[src/hdl/drhm_pkg.sv]
// Shared types, codes and constants of the drop-rate health monitor.
// No dependencies; every other file of the monitor uses this package.
`timescale 1ns / 1ps

package drhm_pkg;

  localparam int CNT_W        = 64;
  localparam int FRAC_W       = 17;
  localparam int CHECK_PERIOD = 1000;
  localparam int PHASE_W      = 10;
  localparam int QUEUE_DEPTH  = 4;
  localparam int QPTR_W       = 2;
  localparam int PADDR_W      = 4;

  localparam logic [FRAC_W-1:0] FRACTION_ONE = FRAC_W'(65536);
  localparam logic [FRAC_W-1:0] DEG_FRAC_RST = FRAC_W'(3277);
  localparam logic [FRAC_W-1:0] ERR_FRAC_RST = FRAC_W'(9830);

  typedef enum logic [2:0] {
    KIND_PROCESSED = 3'd0,
    KIND_DROPPED   = 3'd1,
    KIND_SIGNAL    = 3'd2,
    KIND_ERROR     = 3'd3,
    KIND_DEGRADED  = 3'd4,
    KIND_HEALTHY   = 3'd5,
    KIND_CLEAR     = 3'd6
  } kind_t;

  typedef enum logic [3:0] {
    OP_NOP,
    OP_ADD_PROC,
    OP_ADD_DROP,
    OP_DROP_CHECK,
    OP_SIGNAL,
    OP_ERROR,
    OP_DEGRADED,
    OP_HEALTHY,
    OP_CLEAR
  } op_t;

  typedef enum logic [1:0] {
    HEALTH_OK       = 2'd0,
    HEALTH_DEGRADED = 2'd1,
    HEALTH_ERROR    = 2'd2
  } health_t;

  typedef enum logic [1:0] {
    REG_ENABLE   = 2'd0,
    REG_DEG_FRAC = 2'd1,
    REG_ERR_FRAC = 2'd2
  } reg_idx_t;

  typedef struct packed {
    op_t              op;
    logic [CNT_W-1:0] count;
  } item_t;

  function automatic logic [FRAC_W-1:0] clamp_frac(input logic [FRAC_W-1:0] f);
    clamp_frac = (f > FRACTION_ONE) ? FRACTION_ONE : f;
  endfunction

endpackage

[src/hdl/drhm_queue.sv]
// Short queue of classified operations between the front and back ends.
// Depends on drhm_pkg.
`timescale 1ns / 1ps

module drhm_queue (
  input  logic            clk,
  input  logic            rst_n,
  input  logic            push,
  input  drhm_pkg::item_t push_item,
  output logic            full,
  input  logic            pop,
  output logic            q_valid,
  output drhm_pkg::item_t q_item
);

  drhm_pkg::item_t              mem_r [drhm_pkg::QUEUE_DEPTH];
  logic [drhm_pkg::QPTR_W-1:0]  wr_ptr_r;
  logic [drhm_pkg::QPTR_W-1:0]  wr_ptr_nxt;
  logic [drhm_pkg::QPTR_W-1:0]  rd_ptr_r;
  logic [drhm_pkg::QPTR_W-1:0]  rd_ptr_nxt;
  logic [drhm_pkg::QPTR_W:0]    cnt_r;
  logic [drhm_pkg::QPTR_W:0]    cnt_nxt;
  logic                         do_pop;

  always_comb begin
    full       = (cnt_r == (drhm_pkg::QPTR_W + 1)'(drhm_pkg::QUEUE_DEPTH));
    q_valid    = (cnt_r != '0);
    q_item     = mem_r[rd_ptr_r];
    do_pop     = pop && q_valid;
    wr_ptr_nxt = push ? wr_ptr_r + drhm_pkg::QPTR_W'(1) : wr_ptr_r;
    rd_ptr_nxt = do_pop ? rd_ptr_r + drhm_pkg::QPTR_W'(1) : rd_ptr_r;
    cnt_nxt    = cnt_r;
    if (push && !do_pop) begin
      cnt_nxt = cnt_r + (drhm_pkg::QPTR_W + 1)'(1);
    end else if (!push && do_pop) begin
      cnt_nxt = cnt_r - (drhm_pkg::QPTR_W + 1)'(1);
    end
  end

  always_ff @(posedge clk) begin
    if (push) begin
      mem_r[wr_ptr_r] <= push_item;
    end
    if (!rst_n) begin
      wr_ptr_r <= '0;
      rd_ptr_r <= '0;
      cnt_r    <= '0;
    end else begin
      wr_ptr_r <= wr_ptr_nxt;
      rd_ptr_r <= rd_ptr_nxt;
      cnt_r    <= cnt_nxt;
    end
  end

endmodule

[config.mk]
export PLATFORM = sky130hd
export DESIGN_NAME = drhm_queue
export DESIGN_NICKNAME = d
export VERILOG_FILES = /design/src/hdl/drhm_pkg.sv /design/src/hdl/drhm_queue.sv
export SDC_FILE = /design/constraint.sdc
export NUM_CORES = 1
export LEC_CHECK = 0
export ABC_AREA = 1
export BUFFER_PORTS_ARGS = -buffer_cell sky130_fd_sc_hd__buf_2
export CAP_MARGIN = 20
export CORE_MARGIN = 5
export CORE_UTILIZATION = 55
export DETAILED_ROUTE_END_ITERATION = 16
export PLACE_DENSITY = 0.77
export SYNTH_ARGS = -nofsm -noshare
export SYNTH_HDL_FRONTEND = slang
export SYNTH_SLANG_ARGS = --single-unit
[constraint.sdc]
create_clock -name clk -period 4 [get_ports clk]
set_input_delay 0.6 -clock clk [delete_from_list [all_inputs] [get_ports clk]]
set_output_delay 0.6 -clock clk [all_outputs]
set_load 0.03 [all_outputs]
==> metrics.txt <==
first-pass GRT wire length 33.6 mm; Fin Setup TNS 0 ns; Top delay family on crit path buffers and inverters; Crit. End Element output port; Rows 50; worst rel slew slack between 30% and 40%; Worst Hold Class input port to flop; CP startpoint kind flop; min Tclk post-route 3.13 ns; cts bufs inserted 27; Area Growth Syn to Fin 16.5%; Die X ~150 um; Final Power 7.96 mW; worst-case clock skew approximately 0.014 ns; outcome finished clean; initial antenna violation count 5; Avg Inst Size Synth 14.6 um2; Worst Path Max Fanout 136; Routed Antenna Nets 0; Vias 6267; # Post-CTS Setup Buffers 0; peak supply drop between 0.5 and 0.6 mV; CTS tree yes; DP HPWL 12.3 mm; pwr dens 649 mW/mm2; die height 148 um; CTS Hold Bufs 0; DR WL/cell 19.1 um; final wirelength 21.3 mm; YS warnings 0; DRC viols 0; Pre-antenna DRT Iters 7; endpoints failing hold 0; GRT overflow 0; nets 937; total track usage 19.1%; hold_ws 0.296 ns; Slew @ Worst Pin ~0.97 ns; Worst path slowest cell inv_6; Max Slew Vio Count 0; CTS Sinks ~280; Synth cell types 21; Tcrit/Tclk final approximately four fifths; gp weighted congestion 0.733; via-per-instance ratio 5.63; CP arrival 2.53 ns; core area 0.0188 mm2; Post-Syn Nets 798; pin count of the biggest net entering global routing 137; maximum clock frequency 319 MHz; post-synthesis sequential area ratio 79.3%; Initial Util 56.1%; WP buf/inv 2; Clock Tree Root clkbuf_16; Required @ worst endpoint 3.40 ns; Pleak 4.34 nW; total die area between 0.02 and 0.025 mm2; Syn Std Cell Area 0.0105 mm2; Critical Path Max Stage Delay 0.71 ns; H-tree levels 1; RSZ-0062 raised after global routing no; Initial DRC Count 415; critical path cell sequence inv_6, o21ai_0, o22ai_1, buf_2; post-CTS sizing 0; Seq cells post-synth 281; clock-pin transition on the worst setup and hold timing paths 0.06 ns; port bufs between 100 and 150; num ports 142; Max-Cap Viols 0; layout cells sized above 1 roughly 22%; Clock Path Buffers 3; WS Path Type flop to output port; final setup violation count 0; Gate Count Post-Synth just over 700; vias in the first global route approximately 6.3k; Skew-Pair Late Insertion Delay 0.52 ns
-- layout by cell type, fill, tap and decap left out, types with 2 or more instances in the layout --
cell	n
a21oi_1	5
buf_2	141
buf_4	11
bufinv_16	4
clkbuf_1	10
clkbuf_16	27
clkbuf_8	2
clkinv_1	3
clkinv_2	6
dfxtp_1	7
edfxtp_1	272
ha_1	5
inv_1	10
nand2_1	15
nand3_1	3
nor2_1	142
o21ai_0	134
o21ai_1	5
o22ai_1	68
-- area by class of cell --
type | instances | area (um2)
clock buffer | 39 | 741
sequential | 281 | 8350
clock inverter | 10 | 149
multi-input combinational | 380 | 1850
fill | 1333 | 6500
timing repair buffer | 153 | 808
antenna | 1 | 2.50
inverter | 16 | 70.1
tap | 234 | 293
-- state kept, by name, summed over array words and instances (netlist names), named ones only --
name / cells
cnt_r: 3
mem_r: 272
rd_ptr_r: 2
wr_ptr_r: 2
-- power by group --
part	switching, mW	internal (mW)
clock	0.999	1.54
sequential	0.105	3.38
combinational	1.43	0.511
total	2.53	5.43
-- cell usage after synthesis --
master	n	area [um2]
nand3_1	3	15.0
buf_2	13	65.1
fa_1	1	20.0
nor2_1	142	533
nor3_1	1	5.00
xor2_1	1	8.76
dfxtp_1	9	180
inv_2	1	3.75
a21oi_1	5	25.0
o21ai_1	5	25.0
o22ai_1	68	425
inv_6	1	8.76
inv_1	14	52.6
clkbuf_4	2	15.0
clkbuf_1	10	37.5
nand2_1	15	56.3
edfxtp_1	272	8170
clkbuf_2	9	45.0
o21ai_0	134	671
buf_6	9	101
ha_1	5	62.6
-- path summary, 6_finish.rpt --
check	start	end	slack, ns	cells past startpoint
worst max-delay path	flop	q_item[66]	0.87	4
worst min-delay path	push_item[32]	mem_r[2][32]	0.30	1
worst max register to register	wr_ptr_r[0]	mem_r[0][0]	1.87	5
worst min register to register	rd_ptr_r[1]	flop	0.51	2
-- layer usage --
layer	wire length (um)	global-route usage, %	share of wire, %
met1	9260	26.7	44
met2	10000	30.9	47
met3	1530	4.08	7.2
met4	391	5.22	1.8
met5	46	0	0.22
-- kinds of logic (layout without fill, tap and decap cells) --
family,count (synthesis),in the layout,synth area share (%)
xor+xnor,1,1,0.0832
flops,281,281,79.3
fa+ha+maj,6,6,0.785
other cells,0,1,0
buf+inv,59,218,3.13
simple gates,161,161,5.79
compound gates,212,212,10.9
-- stage by stage --
step / cells / cell area (um2) / utilization, % / worst slack, ns
6_report: 1114 / 12300 / 65.3 / 0.870
4_1_cts: 1113 / 12300 / 65.3 / 0.870
2_1_floorplan: 720 / 10500 / - / 1.62
5_1_grt: 1113 / 12300 / 65.3 / 0.623
3_5_place_dp: 1064 / 11400 / 60.6 / 1.42
3_3_place_gp: 1064 / 11400 / 60.6 / 1.49
-- worst register-to-register path, stage by stage (launching register included) --
cell,delay [ns]
dfxtp_1,0.37
inv_1,0.11
ha_1,0.21
nand2_1,0.08
clkinv_2,0.60
buf_4,0.50
Power figures use the tool's default switching activity.
