<file path="config.mk">
export PLATFORM = sky130hd
export DESIGN_NAME = drhm_front
export DESIGN_NICKNAME = d
export VERILOG_FILES = /design/src/hdl/drhm_pkg.sv /design/src/hdl/drhm_front.sv
export SDC_FILE = /design/constraint.sdc
export NUM_CORES = 1
export LEC_CHECK = 0
export BUFFER_PORTS_ARGS = -buffer_cell sky130_fd_sc_hd__buf_4
export CORE_ASPECT_RATIO = 0.8
export CORE_MARGIN = 4
export CORE_UTILIZATION = 30
export DETAILED_ROUTE_END_ITERATION = 10
export PLACE_DENSITY = 0.71
export SYNTH_ARGS = -nofsm -noshare
export SYNTH_HDL_FRONTEND = slang
export SYNTH_SLANG_ARGS = --single-unit
</file>
<file path="constraint.sdc">
create_clock -name clk -period 2.2 [get_ports clk]
set_clock_uncertainty 0.2 [all_clocks]
set_input_delay 0.11 -clock clk [delete_from_list [all_inputs] [get_ports clk]]
set_output_delay 0.11 -clock clk [all_outputs]
set_load 0.005 [all_outputs]
</file>
<file path="src/hdl/drhm_pkg.sv">
// Shared types, codes and constants of the drop-rate health monitor.
// No dependencies; every other file of the monitor uses this package.
`timescale 1ns / 1ps

package drhm_pkg;

  localparam int CNT_W        = 64;
  localparam int FRAC_W       = 17;
  localparam int CHECK_PERIOD = 1000;
  localparam int PHASE_W      = 10;
  localparam int QUEUE_DEPTH  = 4;
  localparam int QPTR_W       = 2;
  localparam int PADDR_W      = 4;

  localparam logic [FRAC_W-1:0] FRACTION_ONE = FRAC_W'(65536);
  localparam logic [FRAC_W-1:0] DEG_FRAC_RST = FRAC_W'(3277);
  localparam logic [FRAC_W-1:0] ERR_FRAC_RST = FRAC_W'(9830);

  typedef enum logic [2:0] {
    KIND_PROCESSED = 3'd0,
    KIND_DROPPED   = 3'd1,
    KIND_SIGNAL    = 3'd2,
    KIND_ERROR     = 3'd3,
    KIND_DEGRADED  = 3'd4,
    KIND_HEALTHY   = 3'd5,
    KIND_CLEAR     = 3'd6
  } kind_t;

  typedef enum logic [3:0] {
    OP_NOP,
    OP_ADD_PROC,
    OP_ADD_DROP,
    OP_DROP_CHECK,
    OP_SIGNAL,
    OP_ERROR,
    OP_DEGRADED,
    OP_HEALTHY,
    OP_CLEAR
  } op_t;

  typedef enum logic [1:0] {
    HEALTH_OK       = 2'd0,
    HEALTH_DEGRADED = 2'd1,
    HEALTH_ERROR    = 2'd2
  } health_t;

  typedef enum logic [1:0] {
    REG_ENABLE   = 2'd0,
    REG_DEG_FRAC = 2'd1,
    REG_ERR_FRAC = 2'd2
  } reg_idx_t;

  typedef struct packed {
    op_t              op;
    logic [CNT_W-1:0] count;
  } item_t;

  function automatic logic [FRAC_W-1:0] clamp_frac(input logic [FRAC_W-1:0] f);
    clamp_frac = (f > FRACTION_ONE) ? FRACTION_ONE : f;
  endfunction

endpackage

</file>
<file path="src/hdl/drhm_front.sv">
// Front end: accepts events, classifies them into operations and keeps the
// drop-check phase counter. Depends on drhm_pkg.
`timescale 1ns / 1ps

module drhm_front (
  input  logic                        clk,
  input  logic                        rst_n,
  input  logic                        in_valid,
  input  logic [2:0]                  in_kind,
  input  logic [drhm_pkg::CNT_W-1:0]  in_count,
  output logic                        in_stall,
  input  logic                        enable,
  input  logic                        q_full,
  output logic                        push,
  output drhm_pkg::item_t             item
);

  logic [drhm_pkg::PHASE_W-1:0] phase_r;
  logic [drhm_pkg::PHASE_W-1:0] phase_nxt;
  logic [drhm_pkg::PHASE_W:0]   phase_inc;
  logic                         count_nz;

  always_comb begin
    in_stall   = q_full;
    push       = in_valid && !q_full;
    item.count = in_count;
    item.op    = drhm_pkg::OP_NOP;
    phase_inc  = {1'b0, phase_r} + (drhm_pkg::PHASE_W + 1)'(1);
    count_nz   = (in_count != '0);
    phase_nxt  = phase_r;
    unique case (drhm_pkg::kind_t'(in_kind))
      drhm_pkg::KIND_PROCESSED: begin
        if (enable && count_nz) begin
          item.op = drhm_pkg::OP_ADD_PROC;
        end
      end
      drhm_pkg::KIND_DROPPED: begin
        if (enable && count_nz) begin
          if (phase_inc >= (drhm_pkg::PHASE_W + 1)'(drhm_pkg::CHECK_PERIOD)) begin
            item.op = drhm_pkg::OP_DROP_CHECK;
            if (push) begin
              phase_nxt = '0;
            end
          end else begin
            item.op = drhm_pkg::OP_ADD_DROP;
            if (push) begin
              phase_nxt = phase_inc[drhm_pkg::PHASE_W-1:0];
            end
          end
        end
      end
      drhm_pkg::KIND_SIGNAL: begin
        if (enable) begin
          item.op = drhm_pkg::OP_SIGNAL;
        end
      end
      drhm_pkg::KIND_ERROR:    item.op = drhm_pkg::OP_ERROR;
      drhm_pkg::KIND_DEGRADED: item.op = drhm_pkg::OP_DEGRADED;
      drhm_pkg::KIND_HEALTHY:  item.op = drhm_pkg::OP_HEALTHY;
      drhm_pkg::KIND_CLEAR:    item.op = drhm_pkg::OP_CLEAR;
      default:                 item.op = drhm_pkg::OP_NOP;
    endcase
  end

  always_ff @(posedge clk) begin
    if (!rst_n) begin
      phase_r <= '0;
    end else begin
      phase_r <= phase_nxt;
    end
  end

endmodule

</file>
==> flow_metrics.py <==
metrics = {
    "status": {
        "status": "finished, violations left",
        "violations": "setup timing",
    },
    "clock_tree": {
        "root_buffer": "clkbuf_8",
        "insertion_delay_ps": 240,
        "cts_hold_buf": 0,
        "clkTransAtPathRegs_ps": 50,
        "cts_buffers": 3,
        "clock_path_buffers": 2,
        "htreeDepth": 1,
        "cts_tree": "yes",
        "cts.sinks": 10,
    },
    "final_layout": {
        "largest_register": "phase_r",
        "nNetsFinal": 369,
        "design_area_mm2": 0.00242,
        "area_growth_pct": 62.2,
        "reg.largest.list": "phase_r x10",
        "diodes": 0,
        "drive_gt1_frac": 0.627,
        "largest_reg_flops": 10,
        "layout.cells.non_filler": 355,
    },
    "detailed_routing": {
        "drt_iter0_markers": 100,
        "drcViolationCount": 0,
        "via_per_inst": 5.16,
        "wl_per_cell_um": 16.5,
        "final_antenna_net_count": 0,
        "routed_wl_um": 5870,
        "drt-pass1-iter-count": 4,
        "vias": 1833,
    },
    "sta": {
        "fin_crit_sh": 1.09,
        "rsz0062_at_grt": "true",
        "layout_setup_ws_ps": -192,
        "worst_pin_slew_ps": 751,
        "hold_viol": 0,
        "period_needed_ps": 2390,
        "slew_headroom": 0.498,
        "fin_tns_setup_ps": -1030,
        "finalSetupViolCount": 11,
        "achievable-frequency_mhz": 418,
        "slew_violations": 0,
    },
    "synth": {
        "synth.area.top_cells": "buf_4 33%, dfxtp_1 13%, nor4_1 7.1%, nand2_1 4.5%, o2111ai_1 4.1%",
        "ys_warn_count": 0,
        "ys.flop_type": "dfxtp_1",
        "synth_cells": 204,
        "syn_area_mm2": 0.00149,
        "yosysTopAreaCellShare": 0.332,
        "synth_commonest_cells": "66 x buf_4, 18 x nand2_1, 17 x nor4_1, 10 x dfxtp_1",
        "async_reset_ff_frac": 0,
        "yosysSeqAreaShare": 0.134,
        "synth_nets": 277,
        "synth.distinct_cells": 43,
        "yosysTopAreaCell": "buf_4",
        "avgSynthCellArea_um2": 7.31,
        "ys_ff_latch": 10,
        "yosysMostFrequentCell": "buf_4",
        "synth_edf_count": 0,
    },
    "place": {
        "placed_area_mm2": 0.00222,
        "dp_slack_ps": -56.9,
        "dp.cells": 348,
        "hpwl_um": 4840,
        "gp_congestion": 0.908,
        "io_buffers": 141,
    },
    "floorplan": {
        "die_area_mm2": 0.00617,
        "row_count": 22,
        "fp.dieW_um": 86.8,
        "start_util": 0.317,
        "core_mm2": 0.00471,
        "io_pins": 142,
        "die_h_um": 71.1,
    },
    "worst_setup_path": {
        "worstSetupPathType": "reg -> out",
        "ff2ff_path_depth": 7,
        "required_ps": 1890,
        "regToRegStartpoint": "phase_r[4]$_SDFFE_PN0P_",
        "end_kind": "output pin",
        "timing.rr.end": "phase_r[4]$_SDFFE_PN0P_",
        "rrSetupSlack_ps": -170,
        "worstSetupStartpointType": "flop",
        "path_max_fanout": 4,
        "arrival_ps": 2080,
    },
    "grt": {
        "grt_max_degree": 20,
        "grt_util_all_layers": 0.180,
        "overflow": 0,
        "grt_pass1_wl_um": 9200,
        "grt_pass1_vias": 1931,
        "antenna_found_initial": 0,
    },
    "min_path": {
        "min_path_cells": 3,
        "hp-start": "rst_n",
        "whs_endpoint": "phase_r[1]$_SDFFE_PN0P_",
        "min_path_type": "in -> reg",
    },
    "power_and_ir_drop": {
        "fin_total_pwr_uw": 693,
        "vdd_drop_max_uv": 187,
        "leakagePower_nw": 1.04,
        "powerDensity_mw_per_mm2": 287,
    },
    "flow_run": {
        "max_cap_viol_count": 0,
    },
}
-- worst max-delay path by stage --
stage | startpoint | endpoint | slack (ps)
after global placement | phase_r[1]$_SDFFE_PN0P_ | phase_r[4]$_SDFFE_PN0P_ | 5
after floorplan | phase_r[1]$_SDFFE_PN0P_ | phase_r[2]$_SDFFE_PN0P_ | 9
after CTS | phase_r[1]$_SDFFE_PN0P_ | item[64] | -150
after global routing | phase_r[4]$_SDFFE_PN0P_ | item[64] | -230
after detailed placement | phase_r[1]$_SDFFE_PN0P_ | phase_r[4]$_SDFFE_PN0P_ | -60
final | phase_r[4]$_SDFFE_PN0P_ | item[64] | -190
-- final cells by class --
cell class,count,area (um2)
Multi-Input combinational cell,117,856
Fill cell,456,2290
Sequential cell,10,205
Timing Repair Buffer,160,1210
Clock buffer,4,55.1
Tap cell,60,75.1
Inverter,4,15.0
-- metrics by stage --
| stage | util | hold slack [ps] |
|---|---|---|
| floorplan | - | 51.1 |
| CTS | 0.498 | 28.4 |
| detailed placement | 0.472 | 198 |
| global route | 0.514 | 58.5 |
| finish | 0.514 | 36.6 |
| global placement | 0.472 | 197 |
-- where the power goes --
part           switching [mW]  total [mW]  internal (mW)
Sequential            0.00233       0.184          0.181
Combinational          0.0951       0.268          0.173
Clock                  0.0832       0.242          0.158
Total                   0.181       0.693          0.512
-- metal layers --
layer	up-vias	track usage	share of wire
met3	12	0.0349	0.080
li1	886	-	-
met4	0	0.0415	0.013
met5	-	0	0
met1	841	0.233	0.40
met2	94	0.307	0.50
-- cell families (layout without fill, tap and decap cells) --
group | after synthesis | after routing | share of synthesized area
flops | 10 | 10 | 0.134
xor+xnor | 1 | 1 | 0.00587
fa+ha+maj | 1 | 1 | 0.00839
simple gates | 78 | 78 | 0.294
compound gates | 37 | 37 | 0.191
buf+inv | 77 | 168 | 0.366
-- placed cells by master, fill, tap and decap left out, types with 4 or more instances in the layout --
| cell | n |
|---|---|
| nand3_1 | 5 |
| nand4_1 | 6 |
| o211ai_1 | 6 |
| nor4_1 | 17 |
| buf_4 | 157 |
| clkbuf_8 | 4 |
| nor3_1 | 7 |
| dfxtp_1 | 8 |
| o2111ai_2 | 5 |
| or3_1 | 4 |
| nand2_1 | 18 |
-- worst max-delay path: stages, from the launching register on --
cell	delay, ps
dfxtp_1	430
inv_2	60
or4_1	520
a221o_1	390
o221ai_2	190
a22o_1	150
buf_4	100
-- timing repair --
action | CTS | global route
hold endpoints to repair | 0 | 0
pin swaps | 3 | 8
setup buffers | 2 | 2
resized for setup | 8 | 13
setup endpoints to repair | 9 | 11
Power figures use the tool's default switching activity.
